File: src/hdl/hcf_pkg.sv
`timescale 1ns / 1ps

package hcf_pkg;

    localparam int unsigned WORD_W     = 35;
    localparam int unsigned COUNT_W    = 6;
    localparam int unsigned GROUPS     = 7;

    localparam logic [WORD_W-1:0]  PREAMBLE_BITS = 35'h0_19FF_FFFF;
    localparam logic [COUNT_W-1:0] PREAMBLE_LEN  = 6'd29;
    localparam logic [COUNT_W-1:0] WORD_LEN      = 6'd35;
    localparam logic [WORD_W-1:0]  TRAILER_BITS  = 35'h0_0000_7FFF;
    localparam logic [COUNT_W-1:0] TRAILER_LEN   = 6'd15;

    localparam logic [15:0] CRC_INIT = 16'hFFFF;
    localparam logic [15:0] CRC_POLY = 16'h1021;

    localparam logic FUNC_DATA = 1'b0;
    localparam logic FUNC_END  = 1'b1;

    // One request as handed from the front to the back
    typedef struct packed {
        logic       pre;       // preamble goes out first
        logic       endf;      // end of frame: coded CRC then trailer
        logic [7:0] b_first;   // data byte, or CRC low byte on end
        logic [7:0] b_second;  // data byte, or CRC high byte on end
    } hcf_cmd_t;

endpackage

File: src/hdl/hamming_crc_frame_encoder.sv
`timescale 1ns / 1ps
// Requests pass through the queue into the output register. Throughput: one result per
// cycle while out_ready is high. A data request in a frame gives one word, a frame's first
// a preamble and a word, an end request the CRC word and trailer (preamble first if it
// opens a frame). A two-entry queue between the CRC front end and the output sequencer lets
// both stall. Reset clears the frame flag, loads the CRC with 0xFFFF and empties the queue.
module hamming_crc_frame_encoder
    import hcf_pkg::*;
(
    input  logic               clk,
    input  logic               rst_n,
    input  logic               in_valid,
    output logic               in_ready,
    input  logic               func,
    input  logic [7:0]         byte_first,
    input  logic [7:0]         byte_second,
    output logic               out_valid,
    input  logic               out_ready,
    output logic [WORD_W-1:0]  symbol_bits,
    output logic [COUNT_W-1:0] bit_count,
    output logic               last_in_run,
    output logic               frame_done
);

    logic     q_full;
    logic     q_push;
    logic     q_pop;
    logic     head_valid;
    hcf_cmd_t push_cmd;
    hcf_cmd_t head_cmd;

    hcf_front u_front (
        .clk         (clk),
        .rst_n       (rst_n),
        .in_valid    (in_valid),
        .in_ready    (in_ready),
        .func        (func),
        .byte_first  (byte_first),
        .byte_second (byte_second),
        .q_full      (q_full),
        .q_push      (q_push),
        .q_cmd       (push_cmd)
    );

    hcf_queue u_queue (
        .clk        (clk),
        .rst_n      (rst_n),
        .push       (q_push),
        .push_cmd   (push_cmd),
        .full       (q_full),
        .pop        (q_pop),
        .head_valid (head_valid),
        .head_cmd   (head_cmd)
    );

    hcf_back u_back (
        .clk         (clk),
        .rst_n       (rst_n),
        .head_valid  (head_valid),
        .head_cmd    (head_cmd),
        .pop         (q_pop),
        .out_valid   (out_valid),
        .out_ready   (out_ready),
        .symbol_bits (symbol_bits),
        .bit_count   (bit_count),
        .last_in_run (last_in_run),
        .frame_done  (frame_done)
    );

endmodule

File: src/hdl/hcf_front.sv
`timescale 1ns / 1ps

module hcf_front
    import hcf_pkg::*;
(
    input  logic       clk,
    input  logic       rst_n,
    input  logic       in_valid,
    output logic       in_ready,
    input  logic       func,
    input  logic [7:0] byte_first,
    input  logic [7:0] byte_second,
    input  logic       q_full,
    output logic       q_push,
    output hcf_cmd_t   q_cmd
);

    logic        in_frame_reg;
    logic        in_frame_next;
    logic [15:0] crc_reg;
    logic [15:0] crc_next;
    logic [15:0] crc_upd;

    function automatic logic [15:0] crc_byte(input logic [15:0] c_in, input logic [7:0] b);
        logic [15:0] c;
        c = c_in ^ {b, 8'h00};
        for (int k = 0; k < 8; k++) begin
            if (c[15])
            begin
                c = {c[14:0], 1'b0} ^ CRC_POLY;
            end
            else
            begin
                c = {c[14:0], 1'b0};
            end
        end
        return c;
    endfunction

    assign in_ready = !q_full;
    assign q_push   = in_valid && in_ready;
    assign crc_upd  = crc_byte(crc_byte(crc_reg, byte_first), byte_second);

    // Classify the request for the back end
    always_comb
    begin
        q_cmd.pre  = !in_frame_reg;
        q_cmd.endf = (func == FUNC_END);
        if (func == FUNC_END)
        begin
            q_cmd.b_first  = crc_reg[7:0];
            q_cmd.b_second = crc_reg[15:8];
        end
        else
        begin
            q_cmd.b_first  = byte_first;
            q_cmd.b_second = byte_second;
        end
    end

    // Advance frame state and CRC on each accepted request
    always_comb
    begin
        in_frame_next = in_frame_reg;
        crc_next      = crc_reg;
        if (q_push)
        begin
            if (func == FUNC_END)
            begin
                in_frame_next = 1'b0;
                crc_next      = CRC_INIT;
            end
            else
            begin
                in_frame_next = 1'b1;
                crc_next      = crc_upd;
            end
        end
    end

    always_ff @(posedge clk or negedge rst_n)
    begin
        if (!rst_n)
        begin
            in_frame_reg <= 1'b0;
            crc_reg      <= CRC_INIT;
        end
        else
        begin
            in_frame_reg <= in_frame_next;
            crc_reg      <= crc_next;
        end
    end

endmodule

File: src/hdl/hcf_queue.sv
`timescale 1ns / 1ps

module hcf_queue
    import hcf_pkg::*;
(
    input  logic     clk,
    input  logic     rst_n,
    input  logic     push,
    input  hcf_cmd_t push_cmd,
    output logic     full,
    input  logic     pop,
    output logic     head_valid,
    output hcf_cmd_t head_cmd
);

    hcf_cmd_t    mem [2];
    logic        wr_ptr_reg;
    logic        rd_ptr_reg;
    logic [1:0]  count_reg;
    logic [1:0]  count_next;

    assign full       = (count_reg == 2'd2);
    assign head_valid = (count_reg != 2'd0);
    assign head_cmd   = mem[rd_ptr_reg];

    always_comb
    begin
        count_next = count_reg;
        if (push && !pop)
        begin
            count_next = count_reg + 2'd1;
        end
        else if (pop && !push)
        begin
            count_next = count_reg - 2'd1;
        end
    end

    // Store incoming request
    always_ff @(posedge clk)
    begin
        if (push)
        begin
            mem[wr_ptr_reg] <= push_cmd;
        end
    end

    // Advance pointers and fill count
    always_ff @(posedge clk or negedge rst_n)
    begin
        if (!rst_n)
        begin
            wr_ptr_reg <= 1'b0;
            rd_ptr_reg <= 1'b0;
            count_reg  <= 2'd0;
        end
        else
        begin
            if (push)
            begin
                wr_ptr_reg <= !wr_ptr_reg;
            end
            if (pop)
            begin
                rd_ptr_reg <= !rd_ptr_reg;
            end
            count_reg <= count_next;
        end
    end

endmodule

File: src/hdl/hcf_back.sv
`timescale 1ns / 1ps

module hcf_back
    import hcf_pkg::*;
(
    input  logic               clk,
    input  logic               rst_n,
    input  logic               head_valid,
    input  hcf_cmd_t           head_cmd,
    output logic               pop,
    output logic               out_valid,
    input  logic               out_ready,
    output logic [WORD_W-1:0]  symbol_bits,
    output logic [COUNT_W-1:0] bit_count,
    output logic               last_in_run,
    output logic               frame_done
);

    typedef enum logic [2:0] {
        SEQ_HEAD  = 3'b001,
        SEQ_WORD  = 3'b010,
        SEQ_TRAIL = 3'b100
    } seq_t;

    typedef enum logic [2:0] {
        KIND_PRE   = 3'b001,
        KIND_WORD  = 3'b010,
        KIND_TRAIL = 3'b100
    } kind_t;

    seq_t               seq_reg;
    seq_t               seq_next;
    kind_t              kind;
    logic               load;
    logic               out_valid_reg;
    logic [WORD_W-1:0]  symbol_bits_reg;
    logic [COUNT_W-1:0] bit_count_reg;
    logic               last_in_run_reg;
    logic               frame_done_reg;
    logic [WORD_W-1:0]  word_bits;
    logic [WORD_W-1:0]  sel_bits;
    logic [COUNT_W-1:0] sel_count;
    logic               sel_last;

    function automatic logic [6:0] code74(input logic [3:0] n);
        logic [6:0] c;
        unique case (n)
            4'h0: c = 7'h00;
            4'h1: c = 7'h70;
            4'h2: c = 7'h4C;
            4'h3: c = 7'h3C;
            4'h4: c = 7'h2A;
            4'h5: c = 7'h5A;
            4'h6: c = 7'h66;
            4'h7: c = 7'h16;
            4'h8: c = 7'h69;
            4'h9: c = 7'h19;
            4'hA: c = 7'h25;
            4'hB: c = 7'h55;
            4'hC: c = 7'h43;
            4'hD: c = 7'h33;
            4'hE: c = 7'h0F;
            default: c = 7'h7F;
        endcase
        return c;
    endfunction

    function automatic logic [WORD_W-1:0] code_pair(input logic [7:0] a, input logic [7:0] b);
        logic [6:0]        ah;
        logic [6:0]        al;
        logic [6:0]        bh;
        logic [6:0]        bl;
        logic [3:0]        g;
        logic [WORD_W-1:0] w;
        ah = code74(a[7:4]);
        al = code74(a[3:0]);
        bh = code74(b[7:4]);
        bl = code74(b[3:0]);
        w  = '0;
        for (int i = 0; i < GROUPS; i++) begin
            g = {bl[i], al[i], bh[i], ah[i]};
            w[i*5 +: 5] = {(g == 4'd0), g};
        end
        return w;
    endfunction

    assign word_bits = code_pair(head_cmd.b_first, head_cmd.b_second);
    assign load      = head_valid && (!out_valid_reg || out_ready);

    // Pick the kind of result due for the head request
    always_comb
    begin
        unique case (seq_reg)
            SEQ_HEAD:  kind = head_cmd.pre ? KIND_PRE : KIND_WORD;
            SEQ_WORD:  kind = KIND_WORD;
            SEQ_TRAIL: kind = KIND_TRAIL;
            default:   kind = KIND_WORD;
        endcase
    end

    always_comb
    begin
        seq_next  = seq_reg;
        pop       = 1'b0;
        sel_bits  = word_bits;
        sel_count = WORD_LEN;
        sel_last  = 1'b0;
        unique case (kind)
            KIND_PRE:
            begin
                sel_bits  = PREAMBLE_BITS;
                sel_count = PREAMBLE_LEN;
                if (load)
                begin
                    seq_next = SEQ_WORD;
                end
            end
            KIND_WORD:
            begin
                sel_last = !head_cmd.endf;
                if (load)
                begin
                    if (head_cmd.endf)
                    begin
                        seq_next = SEQ_TRAIL;
                    end
                    else
                    begin
                        seq_next = SEQ_HEAD;
                        pop      = 1'b1;
                    end
                end
            end
            KIND_TRAIL:
            begin
                sel_bits  = TRAILER_BITS;
                sel_count = TRAILER_LEN;
                sel_last  = 1'b1;
                if (load)
                begin
                    seq_next = SEQ_HEAD;
                    pop      = 1'b1;
                end
            end
            default:
            begin
                seq_next = SEQ_HEAD;
            end
        endcase
    end

    // Hold the result until taken; load the next one behind it
    always_ff @(posedge clk)
    begin
        if (load)
        begin
            symbol_bits_reg <= sel_bits;
            bit_count_reg   <= sel_count;
            last_in_run_reg <= sel_last;
            frame_done_reg  <= (kind == KIND_TRAIL);
        end
    end

    always_ff @(posedge clk or negedge rst_n)
    begin
        if (!rst_n)
        begin
            seq_reg       <= SEQ_HEAD;
            out_valid_reg <= 1'b0;
        end
        else
        begin
            seq_reg <= seq_next;
            if (load)
            begin
                out_valid_reg <= 1'b1;
            end
            else if (out_ready)
            begin
                out_valid_reg <= 1'b0;
            end
        end
    end

    assign out_valid   = out_valid_reg;
    assign symbol_bits = symbol_bits_reg;
    assign bit_count   = bit_count_reg;
    assign last_in_run = last_in_run_reg;
    assign frame_done  = frame_done_reg;

    a_done_is_last: assert property (@(posedge clk) disable iff (!rst_n)
        out_valid_reg && frame_done_reg |-> last_in_run_reg && bit_count_reg == TRAILER_LEN)
        else $error("trailer result not closing the run");

    a_mid_run_head: assert property (@(posedge clk) disable iff (!rst_n)
        seq_reg != SEQ_HEAD |-> head_valid)
        else $error("request left the queue before its results were sent");

    a_trail_on_end: assert property (@(posedge clk) disable iff (!rst_n)
        seq_reg == SEQ_TRAIL |-> head_cmd.endf)
        else $error("trailer due for a data request");

    a_pop_on_last: assert property (@(posedge clk) disable iff (!rst_n)
        pop |=> out_valid_reg && last_in_run_reg)
        else $error("request dropped without its last result");

endmodule
File: config.mk
export PLATFORM = sky130hd
export DESIGN_NAME = hamming_crc_frame_encoder
export DESIGN_NICKNAME = d
export VERILOG_FILES = /design/src/hdl/hcf_pkg.sv /design/src/hdl/hamming_crc_frame_encoder.sv /design/src/hdl/hcf_front.sv /design/src/hdl/hcf_queue.sv /design/src/hdl/hcf_back.sv
export SDC_FILE = /design/constraint.sdc
export NUM_CORES = 1
export LEC_CHECK = 0
export ABC_AREA = 0
export BUFFER_PORTS_ARGS = -buffer_cell sky130_fd_sc_hd__buf_2
export CORE_ASPECT_RATIO = 1.5
export CORE_UTILIZATION = 51
export DETAILED_ROUTE_END_ITERATION = 6
export PLACE_DENSITY = 0.72
export SLEW_MARGIN = 20
export SYNTH_ARGS = -nofsm -noshare
export SYNTH_HDL_FRONTEND = slang
export SYNTH_SLANG_ARGS = --single-unit
File: constraint.sdc
create_clock -name clk -period 4 [get_ports clk]
set_input_delay 0.2 -clock clk [delete_from_list [all_inputs] [get_ports clk]]
set_output_delay 0.2 -clock clk [all_outputs]
set_load 0.02 [all_outputs]
After elaboration in Yosys (flattened, before gate mapping)
Memory sizes are Yosys's and may differ from the RTL's. Cells that the tools add are included.

Memory bits (writable): 36. Memory bits (read-only): 448. Word-level logic and storage cells: 108. Memories: 5. Output and inout port bits: 45. Input bits: 21. Register bits after elaboration: 68.

Memory list: (no name shown) (depth 16, bits a word 7, rd ports 1, clocked after Yosys merged registers in 0, write ports 0, line hcf_back.sv:47) `unique case (n)`; (no name shown) (depth 16, bits a word 7, rd ports 1, clocked after Yosys merged registers in 0, write ports 0, line hcf_back.sv:47); (no name shown) (depth 16, bits a word 7, rd ports 1, clocked after Yosys merged registers in 0, write ports 0, line hcf_back.sv:47); (no name shown) (depth 16, bits a word 7, rd ports 1, clocked after Yosys merged registers in 0, write ports 0, line hcf_back.sv:47); u_queue.mem (depth 2, bits a word 18, rd ports 1, clocked after Yosys merged registers in 0, write ports 1, line hcf_queue.sv:16) `hcf_cmd_t mem [2];`.

Reduce and logical (&&, ||, !) cells: 24. Bitwise logic cells: 18. Multiplexer cells: 39. Equal/unequal tests: 9. Add/subtract/negate cells: 2.

Operators with widths (count): two-way mux 13 bit (16); one-hot mux 35 bit (2 select lines) (1); inverter 3 bit (16); two-way mux 16 bit (2); XOR 16 bit (2); logical NOT 4 bit (7); two-way mux 3 bit (4); one-hot mux 6 bit (2 select lines) (1); one-hot mux 3 bit (3 select lines) (1); logical NOT 1 bit (8); two-way mux 1 bit (8); equality test 3 x 1 -> 1 bit, second input constant (2); equality test 3 bit, second input constant (2); two-way mux 2 bit (3); inequality test 2 x 1 -> 1 bit, second input constant (3); one-hot mux 3 bit (2 select lines) (1); nonzero test 2 bit (3); logical AND 1 bit (4); one-hot mux 1 bit (2 select lines) (2); equality test 3 x 2 -> 1 bit, second input constant (1); AND reduction 3 bit (1); adder 2 x 1 -> 2 bit, second input constant (1); equality test 2 bit, second input constant (1); subtractor 2 x 1 -> 2 bit, second input constant (1); logical OR 1 bit (1).

Depth between registers and ports, before layout
Gate-level depths: netlist of the first run.

Word-level depth: 35. Gate-level depth with buffers: 9. Depth with buffers taken out: 9.

Hierarchy
Synthesis of the first run repeated with hierarchy kept, for this count alone.

Cells, all modules: 352. Area, all modules: 5156.2 um^2.

By module, submodules not included: hcf_back (sequential area each 1332.5 um^2, instances 1, area each 2010.7 um^2, cells each 128); hcf_front (sequential area each 445.4 um^2, instances 1, area each 1607.8 um^2, cells each 152); hcf_queue (sequential area each 1181.1 um^2, instances 1, area each 1537.7 um^2, cells each 72).

Worst setup path before layout of the first run
Ideal clock, no wire load.

Path type: reg2reg. Start: register u_back.out_valid_reg, in the netlist u_back.out_valid. End: register u_queue.count_reg[1]. Period minus slack after synthesis: 2.626 ns. Arrival time: 2.546 ns. Data required time: 3.921 ns. Slack: 1.374 ns. Library setup time: 0.079 ns. Buffers on the path: 0. Cell stages (with the launch flop): 9. Cells stage by stage: dfrtp_1 -> nand2b_1 -> o21ai_0 -> inv_1 -> and3_1 -> inv_1 -> ha_1 -> nor2_1 -> xor2_1.

Longest elaborated chain between the ends: 8. Elaborated cells on any way between the ends: 11. Those cells by class: 4 x mux; 7 x reduce/logical.

RTL lines: start: declaration (line hcf_back.sv:35) `logic out_valid_reg;`; start signal: assignment (line hcf_back.sv:169) `out_valid_reg <= 1'b0;`; start signal: assignment (line hcf_back.sv:176) `out_valid_reg <= 1'b1;`; start signal: assignment (line hcf_back.sv:180) `out_valid_reg <= 1'b0;`; logical NOT 1 bit (*) (line hcf_back.sv:88) `assign load = head_valid && (!out_valid_reg || out_ready);`; logical OR 1 bit (*) (line hcf_back.sv:88); logical AND 1 bit (*) (line hcf_back.sv:88); via u_back.load (line hcf_back.sv:34) `logic load;`; two-way mux 1 bit, on equally long branches (line hcf_back.sv:139, hcf_back.sv:121); one-hot mux 1 bit (2 select lines) (*) (line hcf_back.sv:108) `unique case (kind)`; logical NOT 1 bit (line hcf_queue.sv:29) `if (push && !pop)`; logical AND 1 bit (line hcf_queue.sv:29); two-way mux 2 bit or nonzero test 2 bit (tied branches); end signal: assignment (line hcf_queue.sv:67) `count_reg <= count_next;`; end: declaration (line hcf_queue.sv:19) `logic [1:0] count_reg;`.

Mark *: on every way through the listed nets, which the timed path passes. The rest lies on a longest branch. A chain may end at the register's enable or synchronous reset.

Worst setup path in the final report of the first run
Start: register u_queue.rd_ptr_reg. End: register u_back.symbol_bits_reg[19], in the netlist u_back.symbol_bits[19], data pin.

Longest elaborated chain between the ends: 5. Elaborated cells on any way between the ends: 11. Those cells by class: 2 x eq/ne; 3 x mux; 1 x reduce/logical; 5 x memory.

RTL lines: start: declaration (line hcf_queue.sv:18) `logic rd_ptr_reg;`; start signal: assignment (line hcf_queue.sv:65) `rd_ptr_reg <= !rd_ptr_reg;`; memory read (2 x 18 bit) (*); parallel branches: the longest is 3 deep, another holds memory read (16 x 7 bit); one-hot mux 35 bit (2 select lines) (*) (line hcf_back.sv:108); via u_back.sel_bits[19] (line hcf_back.sv:41) `logic [WORD_W-1:0] sel_bits;`; end signal: assignment (line hcf_back.sv:157) `symbol_bits_reg <= sel_bits;`; end: declaration (line hcf_back.sv:36) `logic [WORD_W-1:0] symbol_bits_reg;`.

Mark *: on every way through the listed nets, which the timed path passes.

==> impl_metrics.ini, run 1 <==
[layout]
antenna_cells = 0
drive_gt1_frac = 0.2715
largest_register_ffs = 36
post-route-cell-area_sq_um = 5699
fill_cells = 754
final_core_util = 0.6088
syn_to_final_growth_pct = 13.96
final_nets = 470

[timing]
finClkSkew_ns = 0.006518
hold_viol = 0
worst_slew_pin_slew_ns = 0.7879
final.setup.tns_ns = 0
finalMaxSlewViolations = 0
max_freq_mhz = 429.2
hold_ws_ns = 0.1306
rsz0062_at_grt = false
setup_viol = 0
max_slew_margin = 0.4747
min_period_ns = 2.330
period_share = 0.5825

[power]
p_leak_nw = 2.243
p_total_mw = 5.703
vdd_drop_max_uv = 636.8
power_density_nw_per_um2 = 1001

[critical_path]
rr_worst_depth = 6
r2r_start = u_queue.rd_ptr_reg
worstSetupPathType = flip-flop to flip-flop
path_cells = mux2_2 > nand3_1 > nand2_1 > clkinv_1 > nand4_1 > o21ai_0
crit_path_start_kind = flip-flop
cp_max_fo = 18
worstPathArrival_ns = 2.39
required_ns = 4.06
reg2reg_slack_ns = 1.67
path_buf_inv = 1
crit_family = simple AND/OR/NAND/NOR gates
cp-end-kind = flip-flop
crit_path_top_delay_cell = clkinv_1
reg2reg_to = u_back.symbol_bits[19]
slowest_delay_ns = 0.46

[cts]
cts.sink_count = 102
htreeDepth = 3
cts-root-buf = clkbuf_16
cts_tree = done
clockBufferDepth = 2
clk_pin_slew_ns = 0.07
clkLatencyLatePin_ns = 0.34
cts_buffers = 9

[drt]
wirelength_mm = 9.194
drt_iter0_drc = 168
antenna_left = 0
routedWlPerCell_um = 16.27
vias = 3012
drt-pass1-iter-count = 4
drc = 0
vias_per_cell = 5.331

[yosys]
ys_seq_area_frac = 0.5917
syn_area_per_cell_sq_um = 13.06
ys_async_sr_fraction = 0.2451
yosysMostFrequentCell = edfxtp_1
synthTopCellsByArea = edfxtp_1 (46%), dfstp_2 (8.9%), xnor2_1 (8.9%)
synth_top_area_cell = edfxtp_1
yosys_most_used_dff = edfxtp_1
synth_cell_types = 41
synthCells = 383
yosysTopAreaCellShare = 0.4623
synth_seq_cells = 102
synthesis.area_sq_um = 5001
ys_top_cells_by_count = edfxtp_1 (77), xnor2_1 (51), nand2_1 (30), nor2_1 (27), xor2_1 (23)
synthesis.nets = 405
synth-edff-count = 77
synth_warnings = 0

[placed_design]
placed_area_sq_um = 5423
io_buffers = 64
dp_hpwl_mm = 6.955
gp_congestion = 0.8424

[run_status]
status = complete, no violations

[global_route]
grt_overflow = 0
grt_pass1_wl_mm = 14.59
grt_util_all_layers = 0.1884
busiest_layer = met2
grt_max_degree = 42
grtUsageMet2 = 0.3478
use_met3 = 0.03605
grt_pass1_vias = 3079
use_met1 = 0.1960
antenna_found_initial = 0

[die]
fp.dieW_um = 82.86
fp.coreArea_sq_um = 9361
ios = 66
start_util = 0.5342
die_area_sq_um = 10210
die_y_um = 123.3
rows = 43

[hold_path]
worstHoldPathCells = 3
hp-class = input port to flip-flop
min-delay-start = out_ready
min_to = u_back.out_valid

[job]
drv_cap = 0
-- power by group --
| group | internal (mW) | switching [mW] |
|---|---|---|
| clock | 0.415 | 0.355 |
| sequential | 1.81 | 0.222 |
| combinational | 1.21 | 1.69 |
| total | 3.44 | 2.26 |
-- worst max-delay path by stage --
stage,start,to,depth (start not counted)
floorplan,u_back.out_valid,u_queue.count_reg[1],8
global placement,u_queue.rd_ptr_reg,u_back.symbol_bits[32],5
detailed placement,u_queue.rd_ptr_reg,u_back.symbol_bits[32],5
CTS,u_queue.rd_ptr_reg,u_back.symbol_bits[32],5
global route,u_queue.rd_ptr_reg,u_back.symbol_bits[32],5
finish,u_queue.rd_ptr_reg,u_back.symbol_bits[19],6
-- placed cells by master (no fill, tap or decap), types with 2 or more instances in the layout --
cell type and instances:
nor4_1 6, a211oi_1 3, mux2i_1 16, o21ai_0 20
nor4b_1 2, xnor3_1 4, edfxtp_1 77, buf_2 64
clkbuf_16 9, nand3_1 4, inv_1 9, xnor2_2 3
clkinvlp_4 2, nand2_1 30, and2_1 2, clkinv_1 4
clkinv_2 2, dfstp_2 17, dfrtp_1 8, xor2_1 23
nor2_1 27, mux2_2 18, nand2b_1 3, xnor2_1 51
nor3_1 4, xnor3_2 3, o22a_1 3, and3_1 5
buf_4 3, a21oi_1 17
-- through the flow --
stage	setup WS (ns)	instances
final	1.670	565
after global routing	1.423	565
after CTS	1.649	565
after detailed placement	1.661	548
after global placement	1.759	548
after floorplan	1.374	383
-- worst register-to-register path, cell delays in order, from the launching register on --
cell and delay (ns):
dfrtp_1 0.39, mux2_2 0.22, nand3_1 0.33, nand2_1 0.38
clkinv_1 0.46, nand4_1 0.18, o21ai_0 0.09
-- kinds of logic (layout without fill, tap and decap cells) --
family	Yosys count	count (layout)	synth area share
compound gates	49	49	0.05605
xor+xnor	85	85	0.1771
flops	102	102	0.5917
simple gates	86	86	0.07881
buf+inv	25	95	0.02051
fa+ha+maj	1	1	0.002501
mux	34	34	0.07255
other cells	1	1	0.0007498
-- repair_timing --
item | CTS | global route
resized for setup | 0 | 0
hold buffers | 1 | 0
setup buffers | 0 | 0
endpoints found under the hold margin | 8 | 0
-- cell type report --
class,count,area (sq um),share of cell area
multi-input cells,256,1939,0.3403
well taps,112,140.1,0.02459
inverters,11,41.29,0.007245
repair buffers,68,352.8,0.06191
clock buffers,9,225.2,0.03952
flip-flops and latches,102,2959,0.5192
clock inverters,7,41.29,0.007245
-- metal layers --
metal | up-vias | part of all wire | wire length (um)
met4 | 0 | 0.042 | 382
met2 | 94 | 0.54 | 4981
met5 | - | 0 | 0
met3 | 31 | 0.038 | 347
li1 | 1483 | - | -
met1 | 1404 | 0.38 | 3482
(Power assumes the default switching activity.)
==> run 2: changes to the inputs <==
Settings changed: PLACE_DENSITY 0.72 to 0.75.
Clock period 4 ns to 2.1 ns, I/O delays scaled along.
==> run 2 against run 1 <==
Net effect:
- combinational power grew 120%
- register-to-register slack got worse by 1.6 ns
- critical path depth did not move
- clock power up 120%
- die area is the same
- via count is 2.5% higher
- first-iteration DRC count down 13%
- cell area is 6.4% higher
- worst setup slack lost 1.6 ns
- maximum frequency increased by 13%
- power up 110%
- cell count is 5.0% higher
- largest cell class unchanged
==> impl_metrics.ini, run 2 (synthesis gave the netlist of run 1 again) <==
[run_status]
status = complete, no violations

[timing]
min_period_ns = 2.067
setup_viol = 0
period_share = 0.9843
max_freq_mhz = 483.8
finalMaxSlewViolations = 0
finClkSkew_ns = 0.008014
hold_ws_ns = 0.09209
final.setup.tns_ns = 0
max_slew_margin = 0.5918
worst_slack_ns = 0.03304
rsz0062_at_grt = true
worst_slew_pin_slew_ns = 0.6124
hold_viol = 0

[layout]
final_common_cell = edfxtp_1
stdcell_count = 593
final_cell_mix = edfxtp_1 (77), buf_2 (64), xnor2_1 (46)
drive_gt1_frac = 0.3493
antenna_cells = 0
multi_input_area_sq_um = 2038
fill_cells = 745
largest_register_ffs = 36
seq_area_sq_um = 2960
final_nets = 498
syn_to_final_growth_pct = 21.29
post-route-cell-area_sq_um = 6066
final_core_util = 0.6480

[drt]
vias_per_cell = 5.207
vias = 3088
drt-pass1-iter-count = 4
drc = 0
drt_iter0_drc = 147
wirelength_mm = 9.665
antenna_left = 0
routedWlPerCell_um = 16.30

[die]
start_util = 0.5342
fp.coreArea_sq_um = 9361
rows = 43
die_area_sq_um = 10210
ios = 66
fp.dieW_um = 82.86
die_y_um = 123.3

[critical_path]
required_ns = 2.36
worstSetupPathType = flip-flop to flip-flop
path_buf_inv = 0
cp_max_fo = 3
path_cells = xnor2_4 > xnor3_1 > xnor3_2 > xnor2_2 > nor4b_2 > a211oi_1
r2r_start = u_front.crc_reg[11]
rr_worst_depth = 6
crit_path_start_kind = flip-flop
slowest_delay_ns = 0.59
crit_path_top_delay_cell = dfstp_2
cp-end-kind = flip-flop
crit_family = XOR/XNOR gates
worstPathArrival_ns = 2.33
reg2reg_to = u_front.crc_reg[12]
reg2reg_slack_ns = 0.03

[cts]
cts_buffers = 9
htreeDepth = 3
cts.sink_count = 102
cts-root-buf = clkbuf_16
clk_pin_slew_ns = 0.07
clkLatencyLatePin_ns = 0.34
clockBufferDepth = 2
cts_tree = done

[placed_design]
placed_cells = 572
dp_hpwl_mm = 7.191
placed_area_sq_um = 5644
io_buffers = 64
place_ws_ns = 0.04827
gp_congestion = 0.9023

[power]
power_density_nw_per_um2 = 1988
p_total_mw = 12.06
p_leak_nw = 2.440
vdd_drop_max_uv = 1443

[hold_path]
min_to = u_back.out_valid
hp-class = input port to flip-flop
worstHoldPathCells = 3
min-delay-start = out_ready

[global_route]
antenna_found_initial = 0
grt_max_degree = 42
grt_pass1_vias = 3172
grt_overflow = 0
grt_pass1_wl_mm = 15.45
grt_util_all_layers = 0.1957

[job]
drv_cap = 0
==> run 2: cell count changes in the layout (fill, tap and decap cells not counted), moves of 2 or more <==
cell	change
buf_4	+28
clkbuf_8	+4
clkinv_1	-3
clkinv_2	-2
inv_1	-2
nor4b_1	-2
nor4b_2	+2
xnor2_1	-5
xnor2_2	+4
==> run 2: metal layers <==
layer	GRT usage	routed length, um	vias up
met1	0.2208	3811	1453
met4	0.09806	367	0
li1	-	-	1536
met5	0	0	-
met3	0.03271	312	23
met2	0.3586	5174	76
==> run 2: layout make-up <==
cell class	count	share of cell area
well taps	112	0.02310
clock buffers	15	0.05095
flip-flops and latches	102	0.4880
multi-input cells	256	0.3360
repair buffers	96	0.09282
clock inverters	1	0.001031
inverters	11	0.008045
==> run 2: timing repair <==
item                                    CTS  global route
hold buffers                              1             0
buffers inserted                          0             4
endpoints found under the hold margin     8             0
endpoints found under the setup margin    0             7
gates resized for setup                   0            10
==> run 2: power breakdown <==
part	leakage [nW]	switching [mW]	total [mW]	internal (mW)
clock	0.158	0.691	1.70	1.01
sequential	0.995	0.457	3.91	3.45
combinational	1.29	3.47	6.45	2.98
==> run 2: worst max-delay path by stage <==
| stage | from | endpoint | slack, ns | cells after the start |
|---|---|---|---|---|
| floorplan | u_queue.count_reg[1] | u_queue.count_reg[1] | -0.17 | 8 |
| CTS | u_front.crc_reg[14] | u_front.crc_reg[7] | 0.03 | 6 |
| global placement | u_front.crc_reg[14] | u_front.crc_reg[7] | 0.07 | 6 |
| detailed placement | u_front.crc_reg[14] | u_front.crc_reg[7] | 0.05 | 6 |
| finish | u_front.crc_reg[11] | u_front.crc_reg[12] | 0.03 | 6 |
| global route | u_front.crc_reg[11] | u_front.crc_reg[12] | -0.04 | 6 |
==> run 2: worst register-to-register path: cells and delay by family (launching register included) <==
kind / cells / cell delay [ns]
compound gates: 1 / 0.07
xor+xnor: 4 / 1.08
flops: 1 / 0.59
simple gates: 1 / 0.25
==> run 3: changes to the inputs <==
Settings changed: PLACE_DENSITY 0.75 to 0.83.
==> run 3 against run 2 <==
Net effect:
- utilization is 0.28 points lower
- critical path depth stayed put
- register-to-register slack better by 0.04 ns
- clock power is 7% lower
- first-iteration DRC count is 16% higher
- critical path type unchanged
- clock skew is 0.0026 ns lower
- flip-flop and latch count stayed put
- combinational power hardly changed
- non-clock buffer count is 2 lower
- hold slack better by 0.0097 ns
- sequential power hardly changed
==> impl_metrics.ini, run 3 (synthesis gave the netlist of run 1 again) <==
[drt]
met1_length_mm = 3.682
route.met3.wl_um = 343
drt-pass1-iter-count = 6
vias_per_cell = 5.337
drc = 0
vias = 3154
top_layer = met4
wl_met2_mm = 5.582
antenna_left = 0
wirelength_mm = 9.963
drt_iter0_drc = 171
routedWlPerCell_um = 16.86

[placed_design]
dp_hpwl_mm = 7.312
gp_congestion = 0.9094
io_buffers = 64
placed_area_sq_um = 5649

[layout]
final_nets = 496
final_cell_mix = edfxtp_1 (77), buf_2 (64), xnor2_1 (47)
largest_register_ffs = 36
fill_cells = 721
final_common_cell = edfxtp_1
syn_to_final_growth_pct = 20.77
antenna_cells = 0
final_core_util = 0.6451
drive_gt1_frac = 0.3424
post-route-cell-area_sq_um = 6040

[power]
vdd_drop_max_uv = 1445
p_leak_nw = 2.417
power_density_nw_per_um2 = 1978

[critical_path]
crit_path_top_delay_cell = dfstp_2
cp_max_fo = 5
worstPathArrival_ns = 2.28
slowest_delay_ns = 0.58
required_ns = 2.36
crit_path_start_kind = flip-flop
cp-end-kind = flip-flop
path_cells = xnor2_1 > xnor3_2 > xnor2_2 > xor2_1 > and4b_1 > nor3_1
worstSetupPathType = flip-flop to flip-flop

[job]
drv_cap = 0

[die]
die_y_um = 123.3
fp.coreArea_sq_um = 9361
start_util = 0.5342
die_area_sq_um = 10210
ios = 66
fp.dieW_um = 82.86
rows = 43

[cts]
clockBufferDepth = 2
clk_pin_slew_ns = 0.06
cts_buffers = 9
cts_tree = done
clkLatencyLatePin_ns = 0.34
htreeDepth = 3
cts.sink_count = 102
cts-root-buf = clkbuf_16

[hold_path]
hp-class = input port to flip-flop

[timing]
final.setup.tns_ns = 0
max_freq_mhz = 494.0
finClkSkew_ns = 0.005417
worst_slew_pin_slew_ns = 0.5919
hold_viol = 0
setup_viol = 0
max_slew_margin = 0.6054
finalMaxSlewViolations = 0
hold_ws_ns = 0.1018
min_period_ns = 2.024
period_share = 0.9639

[global_route]
grt_pass1_vias = 3213
grt_pass1_wl_mm = 15.95
antenna_found_initial = 0
grt_max_degree = 42
grt_util_all_layers = 0.2072
grt_overflow = 0

[run_status]
status = complete, no violations
[run 3: path summary, 6_finish.rpt]
path | startpoint | to | slack, ns | cells past startpoint
worst max-delay path | u_front.crc_reg[7] | u_front.crc_reg[15] | 0.08 | 6
worst min-delay path | out_ready | u_back.out_valid | 0.10 | 3
worst max register to register | u_front.crc_reg[7] | u_front.crc_reg[15] | 0.08 | 6
worst min register to register | u_front.crc_reg[9] | u_front.crc_reg[9] | 0.50 | 2
max in group asynchronous | rst_n | u_back.out_valid | 1.37 | 2
min in group asynchronous | rst_n | u_queue.count_reg[1] | 0.31 | 2
[run 3: stage by stage]
stage	setup slack [ns]	instances	power, mW
floorplan	-0.1687	383	8.230
global placement	0.07448	571	9.836
detailed placement	0.01949	571	10.04
CTS	0.003546	588	11.80
global route	-0.01111	591	12.67
finish	0.07591	591	11.94
[run 3: repair_timing]
item | CTS | global route
hold buffers | 1 | 0
pin swaps | 5 | 7
hold endpoints to repair | 8 | 0
resized for setup | 4 | 6
gates cloned | 0 | 0
setup buffers | 0 | 3
setup endpoints to repair | 1 | 6
[run 3: cell type report]
| type | count | area, sq um | area share |
|---|---|---|---|
| clock inverters | 3 | 16.27 | 0.002693 |
| multi-input cells | 256 | 2043 | 0.3383 |
| well taps | 112 | 140.1 | 0.02320 |
| inverters | 11 | 48.80 | 0.008080 |
| flip-flops and latches | 102 | 2960 | 0.4902 |
| clock buffers | 13 | 270.3 | 0.04475 |
| repair buffers | 94 | 560.5 | 0.09281 |
[run 3: worst max-delay path: cells and delay by family, from the launching register on]
kind          cells  cell delay [ns]
xor+xnor          4             1.01
flops             1             0.58
simple gates      2             0.36
[run 3: power by group]
part | internal, mW | total [mW] | switching [mW]
logic | 2.96 | 6.44 | 3.48
clock network | 0.898 | 1.58 | 0.678
registers | 3.45 | 3.92 | 0.472
total | 7.31 | 11.9 | 4.63
[run 3: layer usage]
layer | GRT usage | vias up
met4 | 0.1164 | 0
met5 | 0 | -
li1 | - | 1540
met1 | 0.2136 | 1501
met3 | 0.04005 | 27
met2 | 0.3924 | 86
